## src/rtl/core/mma_pkg.sv

```systemverilog
package mma_pkg;

    localparam int RACKS   = 16;
    localparam int WINDOW  = 4;
    localparam int RACK_W  = $clog2(RACKS);
    localparam int SLOT_W  = $clog2(WINDOW);
    localparam int ADDR_W  = RACK_W + SLOT_W;
    localparam int DEPTH   = RACKS * WINDOW;
    localparam int CNT_W   = 5;
    localparam int SMP_W   = 12;
    localparam int SUM_W   = 14;
    localparam int MAG_W   = 14;
    localparam int DIV_W   = 3;
    localparam int FRAC_W  = 8;
    localparam int AVG_W   = 20;
    localparam int WIDE_W  = MAG_W + FRAC_W;
    localparam int RCP_W   = 15;
    localparam int PROD_W  = MAG_W + RCP_W;
    localparam int QUO_W   = PROD_W - 16;

    // 2^16 / 3 rounded up; exact floor for values below 2^14
    localparam logic [RCP_W-1:0] RECIP3 = RCP_W'(21846);

    localparam logic [CNT_W-1:0] RACK_COUNT_RESET = CNT_W'(16);

    // divisor codes
    localparam logic [DIV_W-1:0] DIV_ONE   = DIV_W'(1);
    localparam logic [DIV_W-1:0] DIV_TWO   = DIV_W'(2);
    localparam logic [DIV_W-1:0] DIV_THREE = DIV_W'(3);
    localparam logic [DIV_W-1:0] DIV_FOUR  = DIV_W'(4);

    typedef struct packed {
        logic [RACK_W-1:0]       rack;
        logic [SLOT_W-1:0]       slot;
        logic [DIV_W-1:0]        div;
        logic signed [SMP_W-1:0] sample;
    } t_item;

    typedef struct packed {
        logic                    vld;
        logic [RACK_W-1:0]       rack;
        logic [DIV_W-1:0]        div;
        logic signed [SUM_W-1:0] sum;
    } t_sum_item;

    // fraction bits of (rem * 256) / 3 for a remainder of 0..2
    function automatic logic [FRAC_W-1:0] frac_third(input logic [1:0] rem);
        logic [FRAC_W-1:0] f;
        case (rem)
            2'd1:    f = FRAC_W'(85);
            2'd2:    f = FRAC_W'(170);
            default: f = '0;
        endcase
        return f;
    endfunction

endpackage

```

## src/rtl/core/mma_store.sv

```systemverilog
module mma_store
    import mma_pkg::*;
(
    input  logic      i_clk,
    input  logic      i_rst_n,
    input  logic      i_en,
    input  logic      i_take,
    input  t_item     i_item,
    output t_sum_item o_sum
);

    logic signed [SMP_W-1:0] r_smp_mem [DEPTH];
    logic signed [SUM_W-1:0] r_sum_mem [RACKS];
    logic [DEPTH-1:0]        r_smp_ok;
    logic [RACKS-1:0]        r_sum_ok;

    logic                    r_s1_vld;
    t_item                   r_s1_item;
    logic signed [SMP_W-1:0] r_smp_rd;
    logic signed [SUM_W-1:0] r_sum_rd;
    logic                    r_smp_rd_ok;
    logic                    r_sum_rd_ok;
    logic                    r_fwd_smp;
    logic                    r_fwd_sum;
    logic signed [SMP_W-1:0] r_fwd_smp_d;
    logic signed [SUM_W-1:0] r_fwd_sum_d;

    logic [ADDR_W-1:0]       rd_addr;
    logic [ADDR_W-1:0]       s1_addr;
    logic signed [SMP_W-1:0] old_smp;
    logic signed [SUM_W-1:0] old_sum;
    logic signed [SUM_W-1:0] new_sum;
    logic                    wr_en;

    assign rd_addr = {i_item.rack, i_item.slot};
    assign s1_addr = {r_s1_item.rack, r_s1_item.slot};
    assign wr_en   = i_en && r_s1_vld;

    // pick the entry value: just-written data, stored data, or reset zero
    always_comb begin
        if (r_fwd_smp) begin
            old_smp = r_fwd_smp_d;
        end else if (r_smp_rd_ok) begin
            old_smp = r_smp_rd;
        end else begin
            old_smp = '0;
        end
        if (r_fwd_sum) begin
            old_sum = r_fwd_sum_d;
        end else if (r_sum_rd_ok) begin
            old_sum = r_sum_rd;
        end else begin
            old_sum = '0;
        end
        new_sum = old_sum
                - {{(SUM_W-SMP_W){old_smp[SMP_W-1]}}, old_smp}
                + {{(SUM_W-SMP_W){r_s1_item.sample[SMP_W-1]}}, r_s1_item.sample};
    end

    // memory write and registered read
    always_ff @(posedge i_clk) begin
        if (wr_en) begin
            r_smp_mem[s1_addr]        <= r_s1_item.sample;
            r_sum_mem[r_s1_item.rack] <= new_sum;
        end
        if (i_en) begin
            r_smp_rd <= r_smp_mem[rd_addr];
            r_sum_rd <= r_sum_mem[i_item.rack];
        end
    end

    // entry valid bits, cleared at reset
    always_ff @(posedge i_clk) begin
        if (!i_rst_n) begin
            r_smp_ok <= '0;
            r_sum_ok <= '0;
        end else if (wr_en) begin
            r_smp_ok[s1_addr]        <= 1'b1;
            r_sum_ok[r_s1_item.rack] <= 1'b1;
        end
    end

    // advance read stage, capture forwarding when the write collides
    always_ff @(posedge i_clk) begin
        if (!i_rst_n) begin
            r_s1_vld <= 1'b0;
        end else if (i_en) begin
            r_s1_vld <= i_take;
        end
    end

    always_ff @(posedge i_clk) begin
        if (i_en) begin
            r_s1_item   <= i_item;
            r_smp_rd_ok <= r_smp_ok[rd_addr];
            r_sum_rd_ok <= r_sum_ok[i_item.rack];
            r_fwd_smp   <= r_s1_vld && (s1_addr == rd_addr);
            r_fwd_sum   <= r_s1_vld && (r_s1_item.rack == i_item.rack);
            r_fwd_smp_d <= r_s1_item.sample;
            r_fwd_sum_d <= new_sum;
        end
    end

    assign o_sum.vld  = r_s1_vld;
    assign o_sum.rack = r_s1_item.rack;
    assign o_sum.div  = r_s1_item.div;
    assign o_sum.sum  = new_sum;

endmodule

```

## src/rtl/core/mma_div.sv

```systemverilog
module mma_div
    import mma_pkg::*;
(
    input  logic                    i_clk,
    input  logic                    i_rst_n,
    input  logic                    i_en,
    input  t_sum_item               i_sum,
    output logic                    o_vld,
    output logic [RACK_W-1:0]       o_rack,
    output logic signed [AVG_W-1:0] o_avg
);

    logic                    r_s2_vld;
    logic [RACK_W-1:0]       r_s2_rack;
    logic [DIV_W-1:0]        r_s2_div;
    logic                    r_s2_neg;
    logic [MAG_W-1:0]        r_s2_mag;

    logic                    r_s3_vld;
    logic [RACK_W-1:0]       r_s3_rack;
    logic [DIV_W-1:0]        r_s3_div;
    logic                    r_s3_neg;
    logic [MAG_W-1:0]        r_s3_mag;
    logic [PROD_W-1:0]       r_s3_prod;

    logic                    r_out_vld;
    logic [RACK_W-1:0]       r_out_rack;
    logic signed [AVG_W-1:0] r_out_avg;

    logic [MAG_W-1:0]        mag;
    logic [PROD_W-1:0]       prod;
    logic [QUO_W-1:0]        quo;
    logic [MAG_W-1:0]        rem;
    logic [WIDE_W-1:0]       wide_mag;
    logic [WIDE_W-1:0]       wide_sgn;

    // magnitude of the sum
    assign mag  = i_sum.sum[SUM_W-1] ? MAG_W'(-i_sum.sum) : MAG_W'(i_sum.sum);
    // reciprocal multiply for the divide by three
    assign prod = PROD_W'(r_s2_mag) * PROD_W'(RECIP3);

    // scale by 256 and divide by the window fill, then restore the sign
    always_comb begin
        quo = r_s3_prod[PROD_W-1:16];
        rem = r_s3_mag - MAG_W'({2'b00, quo} * 3);
        case (r_s3_div)
            DIV_ONE:   wide_mag = {r_s3_mag, {FRAC_W{1'b0}}};
            DIV_TWO:   wide_mag = {1'b0, r_s3_mag, {(FRAC_W-1){1'b0}}};
            DIV_THREE: wide_mag = {1'b0, quo, frac_third(rem[1:0])};
            DIV_FOUR:  wide_mag = {2'b00, r_s3_mag, {(FRAC_W-2){1'b0}}};
            default:   wide_mag = '0;
        endcase
        wide_sgn = r_s3_neg ? (~wide_mag + WIDE_W'(1)) : wide_mag;
    end

    always_ff @(posedge i_clk) begin
        if (!i_rst_n) begin
            r_s2_vld  <= 1'b0;
            r_s3_vld  <= 1'b0;
            r_out_vld <= 1'b0;
        end else if (i_en) begin
            r_s2_vld  <= i_sum.vld;
            r_s3_vld  <= r_s2_vld;
            r_out_vld <= r_s3_vld;
        end
    end

    always_ff @(posedge i_clk) begin
        if (i_en) begin
            r_s2_rack  <= i_sum.rack;
            r_s2_div   <= i_sum.div;
            r_s2_neg   <= i_sum.sum[SUM_W-1];
            r_s2_mag   <= mag;
            r_s3_rack  <= r_s2_rack;
            r_s3_div   <= r_s2_div;
            r_s3_neg   <= r_s2_neg;
            r_s3_mag   <= r_s2_mag;
            r_s3_prod  <= prod;
            r_out_rack <= r_s3_rack;
            r_out_avg  <= wide_sgn[AVG_W-1:0];
        end
    end

    assign o_vld  = r_out_vld;
    assign o_rack = r_out_rack;
    assign o_avg  = r_out_avg;

endmodule

```

## src/rtl/core/multichannel_moving_average.sv

```systemverilog
// Per-rack moving average over the last four frames. One sample is taken per
// cycle unless the output stalls: each transfer reads the rack's running sum
// and the ring slot it replaces from on-chip memories, writes both back from
// the read stage (with forwarding when back-to-back samples hit the same
// rack), and the mean then passes a reciprocal-multiply divider. Results
// appear in sample order. The whole pipeline moves as one, so a stalled
// result also stalls the input. Frame count and ring position advance when
// the sample for rack (rack_count - 1) is taken; rack_count of zero acts as
// one and values above sixteen act as sixteen. The stores read as zero after
// reset without any clearing pass.
module multichannel_moving_average
    import mma_pkg::*;
(
    input  logic                    i_clk,
    input  logic                    i_rst_n,
    input  logic                    i_cfg_we,
    input  logic [CNT_W-1:0]        i_cfg_wdata,
    input  logic                    i_in_valid,
    output logic                    o_in_stall,
    input  logic [RACK_W-1:0]       i_rack_index,
    input  logic signed [SMP_W-1:0] i_temperature,
    output logic                    o_out_valid,
    input  logic                    i_out_stall,
    output logic [RACK_W-1:0]       o_rack_id,
    output logic signed [AVG_W-1:0] o_average
);

    logic [CNT_W-1:0]  r_rack_count;
    logic [DIV_W-1:0]  r_frames;
    logic [SLOT_W-1:0] r_slot;
    logic [DIV_W-1:0]  n_frames;
    logic [SLOT_W-1:0] n_slot;

    logic              en;
    logic              take;
    logic [CNT_W-1:0]  eff_racks;
    logic              frame_end;
    t_item             item;
    t_sum_item         sum_item;

    assign en         = !o_out_valid || !i_out_stall;
    assign o_in_stall = !en;
    assign take       = i_in_valid && en;

    // clamp the rack count to 1..RACKS
    always_comb begin
        if (r_rack_count == '0) begin
            eff_racks = CNT_W'(1);
        end else if (r_rack_count > CNT_W'(RACKS)) begin
            eff_racks = CNT_W'(RACKS);
        end else begin
            eff_racks = r_rack_count;
        end
    end

    assign frame_end = ({1'b0, i_rack_index} == eff_racks - CNT_W'(1));

    // advance frame count and ring slot at the end of a frame
    always_comb begin
        n_frames = r_frames;
        n_slot   = r_slot;
        if (take && frame_end) begin
            n_slot = r_slot + SLOT_W'(1);
            if (r_frames < DIV_W'(WINDOW)) begin
                n_frames = r_frames + DIV_W'(1);
            end
        end
    end

    always_ff @(posedge i_clk) begin
        if (!i_rst_n) begin
            r_rack_count <= RACK_COUNT_RESET;
            r_frames     <= '0;
            r_slot       <= '0;
        end else begin
            if (i_cfg_we) begin
                r_rack_count <= i_cfg_wdata;
            end
            r_frames <= n_frames;
            r_slot   <= n_slot;
        end
    end

    // divisor is the window fill including this sample
    assign item.rack   = i_rack_index;
    assign item.slot   = r_slot;
    assign item.div    = (r_frames >= DIV_W'(WINDOW)) ? DIV_W'(WINDOW)
                                                      : r_frames + DIV_W'(1);
    assign item.sample = i_temperature;

    mma_store u_store (
        .i_clk   (i_clk),
        .i_rst_n (i_rst_n),
        .i_en    (en),
        .i_take  (take),
        .i_item  (item),
        .o_sum   (sum_item)
    );

    mma_div u_div (
        .i_clk   (i_clk),
        .i_rst_n (i_rst_n),
        .i_en    (en),
        .i_sum   (sum_item),
        .o_vld   (o_out_valid),
        .o_rack  (o_rack_id),
        .o_avg   (o_average)
    );

endmodule

```

## config.mk

```make
export PLATFORM = sky130hd
export DESIGN_NAME = multichannel_moving_average
export DESIGN_NICKNAME = d
export VERILOG_FILES = /design/src/rtl/core/mma_pkg.sv /design/src/rtl/core/mma_store.sv /design/src/rtl/core/mma_div.sv /design/src/rtl/core/multichannel_moving_average.sv
export SDC_FILE = /design/constraint.sdc
export NUM_CORES = 1
export LEC_CHECK = 0
export ABC_CLOCK_PERIOD_IN_PS = 5700
export BUFFER_PORTS_ARGS = -buffer_cell sky130_fd_sc_hd__clkbuf_2
export CAP_MARGIN = 0
export CORE_MARGIN = 2
export CORE_UTILIZATION = 57
export CTS_CLUSTER_SIZE = 16
export DETAILED_ROUTE_END_ITERATION = 6
export PLACE_DENSITY = 0.76
export SLEW_MARGIN = 15
export SYNTH_ARGS = -nofsm -noshare
export SYNTH_HDL_FRONTEND = slang
export SYNTH_SLANG_ARGS = --single-unit
```

## constraint.sdc

```tcl
create_clock -name i_clk -period 5.7 [get_ports i_clk]
set_input_delay 0.57 -clock i_clk [delete_from_list [all_inputs] [get_ports i_clk]]
set_output_delay 0.57 -clock i_clk [all_outputs]
set_load 0.1 [all_outputs]
```

==> qor.yml, run 1 <==
outcome: "finished clean"
antenna_found_initial: 4
die_h_um: 305
die_w_um: 305
drc: 0
ant_nets: 0
coreArea_um2: 89900
grt_util_met1: 0.341
cts_hold_buf: 1
synth_commonest_cells: "edfxtp_1, mux4_2, inv_1"
vias_per_cell: 6.30
synthArstFlopShare: 0
start_kind: "register"
hold_viol_final: 0
grt_pass1_wl_um: 170000
final.setup.tns_ns: 0
die-area_um2: 92900
busiest_layer: "met2"
grt_start_max_net_pins: 99
synth_edf_count: 1145
fin_crit_sh: 0.917
dp_hpwl_um: 69700
groute.layer.met3.usage: 0.0428
synth_area_per_cell_um2: 19.8
synth.most_common_cell: "edfxtp_1"
fin_total_pwr_mw: 35.2
cts_buffers: 119
synthesis.nets: 2814
clkSinkCount: 1239
portBuffers: 51
grtUsageTotal: 0.250
clock_latency_ns: 0.72
clk_pin_slew_ns: 0.06
hold_path.startpoint: "i_temperature[5]"
vias: 25400
synth.area.top_cells: "edfxtp_1, mux4_2, dfxtp_1"
fin_skew_ns: 0.0517
cts_tree: "done"
synthCells: 2606
post_cts_resized: 0
ir_drop_mv: 1.59
cts-root-buf: "clkbuf_16"
fp-row-count: 110
initial_utilization: 0.574
wl_um: 114000
synth_top_area_frac: 0.667
post_cts_buffers: 0
yosys_most_used_dff: "edfxtp_1"
critical_path_class: "register to register"
cts.path.max_buffers: 3
cts.htree.levels: 3
yosysTopAreaCell: "edfxtp_1"
end_kind: "register"
ys_seq_area_frac: 0.703
path_cells: "ha_1 -> ha_1 -> inv_1 -> fa_1 -> fa_1 -> inv_1 -> fa_1 -> inv_1 -> fa_1 -> inv_1 -> ha_1 -> a21oi_1 -> o21ai_0 -> a21oi_1 -> nand2_1 -> o2111ai_1 -> nand2b_1 -> a21o_1 -> xor2_1"
synth_warnings: 0
overflow: 0
crit_slowest_cell: "fa_1"
dr.pass1.iters: 5
rsz0062_at_grt: "no"
place_congestion: 0.840
syn-cell-area_um2: 51600
wl_per_cell_um: 28.3
first_iter_violations: 2778
crit_arrival_ns: 5.65
slew_violations: 0
nets: 2949
drive_above_1_share: 0.246
drv_cap: 0
ys_ff_latch: 1239
io_pins: 52
synth.distinct_cells: 59
syn_to_final_growth_pct: 11.6
grt_pass1_vias: 26100
worst_slew_pin_slew_ns: 1.18
worstSetupStartpoint: "u_div.r_s2_mag[4]"
post-route-min-period_ns: 5.23
fmax_mhz: 191
crit_required_ns: 6.12
power_leakage_nw: 19.2
p_per_area_nw_per_um2: 611
slowest_delay_ns: 0.55
r2r-start: "u_div.r_s2_mag[4]"
whs_ns: 0.0368
grt_util_met2: 0.410
slew_headroom: 0.211
hold_class: "primary input to register"
setup_violations: 0
critPathMaxFanout: 5
==> where the power goes <==
part	leakage, nW	total, mW	switching (mW)	internal (mW)
Clock	1.89	7.74	3.34	4.40
Sequential	11.3	11.5	0.320	11.1
Combinational	6.01	16.0	9.45	6.52
==> path summary, 6_finish.rpt <==
| path | endpoint | slack [ns] | cells past startpoint |
|---|---|---|---|
| worst max-delay path | u_div.r_s3_prod[25] | 0.47 | 19 |
| worst max register to register | u_div.r_s3_prod[25] | 0.47 | 19 |
| worst min register to register | u_div.r_s2_div[1] | 0.40 | 0 |
| worst min-delay path | u_store.r_s1_item[5] | 0.04 | 1 |
==> layout make-up <==
class,instances,area (µm²)
multi-input cells,1099,14400
fillers,5832,32300
clock buffers,167,3360
repair buffers,132,968
diodes,1,2.50
flip-flops and latches,1239,36300
well taps,1176,1470
clock inverters,58,529
inverters,150,563
==> sequential cells by signal, indices dropped and copies added (netlist names), 13 cells and up <==
name,count
u_store.r_sum_rd,14
u_store.r_s1_item,14
u_store.r_smp_mem,768
u_div.r_s2_mag,13
u_store.r_sum_ok,16
u_store.r_sum_mem,224
u_div.r_s3_mag,14
u_store.r_fwd_sum_d,13
u_div.o_avg,18
u_store.r_smp_ok,64
==> metrics by stage <==
stage	worst slack (ns)	utilization	std cells	area [µm²]
after global placement	0.465	0.596	3794	53600
final	0.475	0.640	4022	57500
after detailed placement	0.463	0.596	3794	53600
after global routing	0.199	0.640	4021	57500
after CTS	0.457	0.640	4020	57500
after floorplan	0.867	-	2606	51600
==> kinds of logic (layout without fill, tap and decap cells) <==
logic type,Yosys count,in the layout,synth area share
buffers and inverters,268,507,0.0207
adder cells (fa/ha/maj),182,182,0.0542
XOR/XNOR,70,70,0.0122
AO/OA/AOI/OAI,237,237,0.0327
AND/OR/NAND/NOR,246,246,0.0220
flip-flops,1239,1239,0.703
other,0,1,0
multiplexers,364,364,0.155
==> worst max-delay path: cells and delay by family, from the launching register on <==
| family | cells | cell delay [ns] |
|---|---|---|
| compound gates | 5 | 0.99 |
| xor+xnor | 1 | 0.13 |
| fa+ha+maj | 7 | 2.86 |
| buf+inv | 4 | 0.21 |
| flops | 1 | 0.49 |
| simple gates | 2 | 0.29 |
==> per-layer routing <==
metal	vias to the layer above	wire length [µm]
li1	10700	-
met2	1093	57200
met5	-	32
met1	13400	44600
met3	188	8130
met4	4	3830
==> placed cells by master (no fill, tap or decap), types with 7 or more instances in the layout <==
| cell | count |
|---|---|
| edfxtp_1 | 1145 |
| mux4_2 | 348 |
| inv_1 | 149 |
| clkbuf_16 | 122 |
| ha_1 | 113 |
| dfxtp_1 | 92 |
| o21a_1 | 85 |
| buf_4 | 74 |
| nor2_1 | 73 |
| fa_1 | 69 |
| nand2_1 | 53 |
| clkbuf_2 | 48 |
| xnor2_1 | 41 |
| a21oi_1 | 32 |
| clkbuf_1 | 31 |
| xor2_1 | 27 |
| a22oi_1 | 26 |
| nor2_2 | 25 |
| nor2b_1 | 24 |
| o21ai_0 | 24 |
| clkinv_2 | 19 |
| clkinv_1 | 18 |
| mux2i_1 | 16 |
| nand3_1 | 14 |
| clkbuf_8 | 14 |
| a22o_1 | 13 |
| a21o_1 | 11 |
| nand2b_1 | 10 |
| nor3_1 | 8 |
| o22a_1 | 8 |
| buf_12 | 7 |
No activity file was read; power rests on OpenSTA's default activity.
==> run 2, diff against run 1 <==
CORE_UTILIZATION = 56   (was 57)
PLACE_DENSITY = 0.75   (was 0.76)
==> qor.yml, run 2 (synthesis gave the netlist of run 1 again) <==
grtUsageTotal: 0.247  # -0.00226
regMostFlops: "u_store.r_smp_mem"
pre_cts_ws_ns: 0.439  # -0.0236 ns
start_kind: "register"
routed.top_layer: "met5"
end_kind: "register"
io_pins: 52  # unchanged
grt_pass1_vias: 26100  # -0.29%
crit_arrival_ns: 5.65  # about the same
first_iter_violations: 2881  # +3.7%
fin_ws_ns: 0.459  # -0.0154 ns
wl_met2_um: 58000  # +1.3%
dpl-instance-area_um2: 53600  # about the same
drive_above_1_share: 0.251  # +0.00466
coreArea_um2: 91500  # +1.8%
antenna_found_initial: 7  # +3
worst-path-buf-inv: 4  # unchanged
internal_power_mw: 22.5  # +2.0%
die_h_um: 307  # +0.88%
dpl.cell_count: 3807  # +0.34%
place_congestion: 0.895  # +6.6%
syn_to_final_growth_pct: 11.9
clk_pin_slew_ns: 0.06  # about the same
layout_commonest_cell: "edfxtp_1"
cp_top_family: "adder cells"
die-area_um2: 94500  # +1.8%
ant_nets: 0  # unchanged
path_cells: "ha_1 -> ha_1 -> inv_1 -> fa_1 -> fa_1 -> inv_1 -> fa_1 -> inv_1 -> fa_1 -> inv_1 -> ha_1 -> a21oi_1 -> o21ai_0 -> a21oi_1 -> nand2_1 -> o2111ai_1 -> a21oi_1 -> a21oi_1 -> xnor2_1"
slew_violations: 0  # unchanged
finalInstanceArea_um2: 57700  # +0.26%
largest_reg_flops: 768  # unchanged
cts.htree.levels: 3  # unchanged
post_cts_buffers: 0  # unchanged
power.switching_mw: 13.0  # -0.71%
drc: 0  # unchanged
cts_hold_buf: 0  # -1
rsz0062_at_grt: "no"
drv_cap: 0  # unchanged
dr.pass1.iters: 6  # +1
wl_um: 115000  # +0.71%
p_sw_frac: 0.367  # -0.00617
crit_required_ns: 6.10  # -0.02 ns
fin_cells: 4035  # +0.32%
fmax_mhz: 191  # -0.29%
die_w_um: 307  # +0.88%
layout.cells.most_common_list: "edfxtp_1, mux4_2, inv_1, clkbuf_16, ha_1"
overflow: 0  # unchanged
post-route-min-period_ns: 5.24  # +0.0154 ns
setup_violations: 0  # unchanged
grt_pass1_wl_um: 170000  # -0.17%
wl_per_cell_um: 28.4  # +0.38%
post_cts_resized: 0  # unchanged
hold_viol_final: 0  # unchanged
clock_latency_ns: 0.72  # about the same
cts.path.max_buffers: 3  # unchanged
ir_drop_mv: 2.22  # +39%
critPathMaxFanout: 5  # unchanged
met1_length_um: 43800  # -1.8%
worst_slew_pin_slew_ns: 1.19  # +0.0119 ns
fp-row-count: 111  # +0.91%
nets: 2950  # +0.034%
grt_start_max_net_pins: 114  # +15%
vias: 25400  # +0.30%
power_leakage_nw: 19.3  # +0.37%
critical_path_class: "register to register"
final.setup.tns_ns: 0  # unchanged
portBuffers: 51  # unchanged
clkSinkCount: 1239  # unchanged
p_per_area_nw_per_um2: 615  # +0.70%
pwr-share-seq: 0.324  # -0.002
cts_tree: "done"
power_frac_clock: 0.225  # +0.005
slew_headroom: 0.205  # -0.00590
initial_utilization: 0.563  # -0.0103
cts_buffers: 118  # -0.84%
cts-root-buf: "clkbuf_16"
top_regs: "u_store.r_smp_mem (768), u_store.r_sum_mem (224), u_store.r_smp_ok (64)"
wl_met3_um: 8830  # +8.6%
dp_hpwl_um: 70700  # +1.4%
fin_skew_ns: 0.0651  # +0.0135 ns
p_comb_frac: 0.451  # -0.003
vias_per_cell: 6.30  # about the same
slowest_delay_ns: 0.54  # about the same
outcome: "finished clean"
fin_crit_sh: 0.919  # +0.00271
hold_class: "primary input to register"
crit_slowest_cell: "fa_1"
## run 2: cell count changes in the layout (fill, tap and decap cells not counted), moves of 2 or more
cell,previous run,this run
buf_4,74,77
bufinv_16,6,13
clkbuf_1,31,26
clkbuf_16,122,120
clkbuf_8,14,9
clkinv_2,19,23
inv_6,2,5
nor2_1,73,68
nor2_2,25,30
## run 2: layout make-up
| cell class | count | area [µm²] |
|---|---|---|
| Tap cell | 1186 | 1480 |
| Multi-Input combinational cell | 1099 | 14400 |
| Clock inverter | 71 | 778 |
| Clock buffer | 155 | 3220 |
| Timing Repair Buffer | 134 | 981 |
| Antenna cell | 1 | 2.50 |
| Fill cell | 5970 | 33800 |
| Sequential cell | 1239 | 36300 |
| Inverter | 150 | 563 |
## run 2: power by group through the flow
stage               combinational, mW  clock (mW)  sequential (mW)
floorplan                        11.7           0             12.0
global placement                 15.3           0             11.7
detailed placement               15.9           0             11.7
CTS                              16.1        8.10             11.5
global route                     18.0        8.43             11.5
finish                           16.0        7.98             11.5
## run 2: per-stage QoR
stage / total power, mW / utilization / hold slack [ns]
final: 35.5 / 0.630 / 0.0288
after global placement: 27.0 / 0.586 / 0.402
after floorplan: 23.7 / - / 0.400
after detailed placement: 27.6 / 0.586 / 0.405
after global routing: 38.0 / 0.630 / 0.00488
after CTS: 35.7 / 0.630 / 0.00101
## run 2: routing by layer
metal	track usage	vias up
li1	-	10700
met1	0.331	13400
met2	0.409	1116
met3	0.0498	218
met4	0.0885	6
met5	0	-
## run 2: worst reg2reg max path: stages (launching register included)
cell and delay [ns]:
edfxtp_1 0.50, ha_1 0.38, ha_1 0.17, inv_1 0.08
fa_1 0.51, fa_1 0.54, inv_1 0.05, fa_1 0.48
inv_1 0.06, fa_1 0.47, inv_1 0.04, ha_1 0.30
a21oi_1 0.20, o21ai_0 0.13, a21oi_1 0.13, nand2_1 0.15
o2111ai_1 0.32, a21oi_1 0.15, a21oi_1 0.21, xnor2_1 0.09
## run 2: worst paths after layout
check,from,to,slack (ns),cells past startpoint
max reg2reg,u_div.r_s2_mag[4],u_div.r_s3_prod[27],0.46,19
max,u_div.r_s2_mag[4],u_div.r_s3_prod[27],0.46,19
min reg2reg,u_div.r_s3_rack[0],u_div.o_rack[0],0.40,0
min,i_temperature[10],u_store.r_s1_item[10],0.03,1
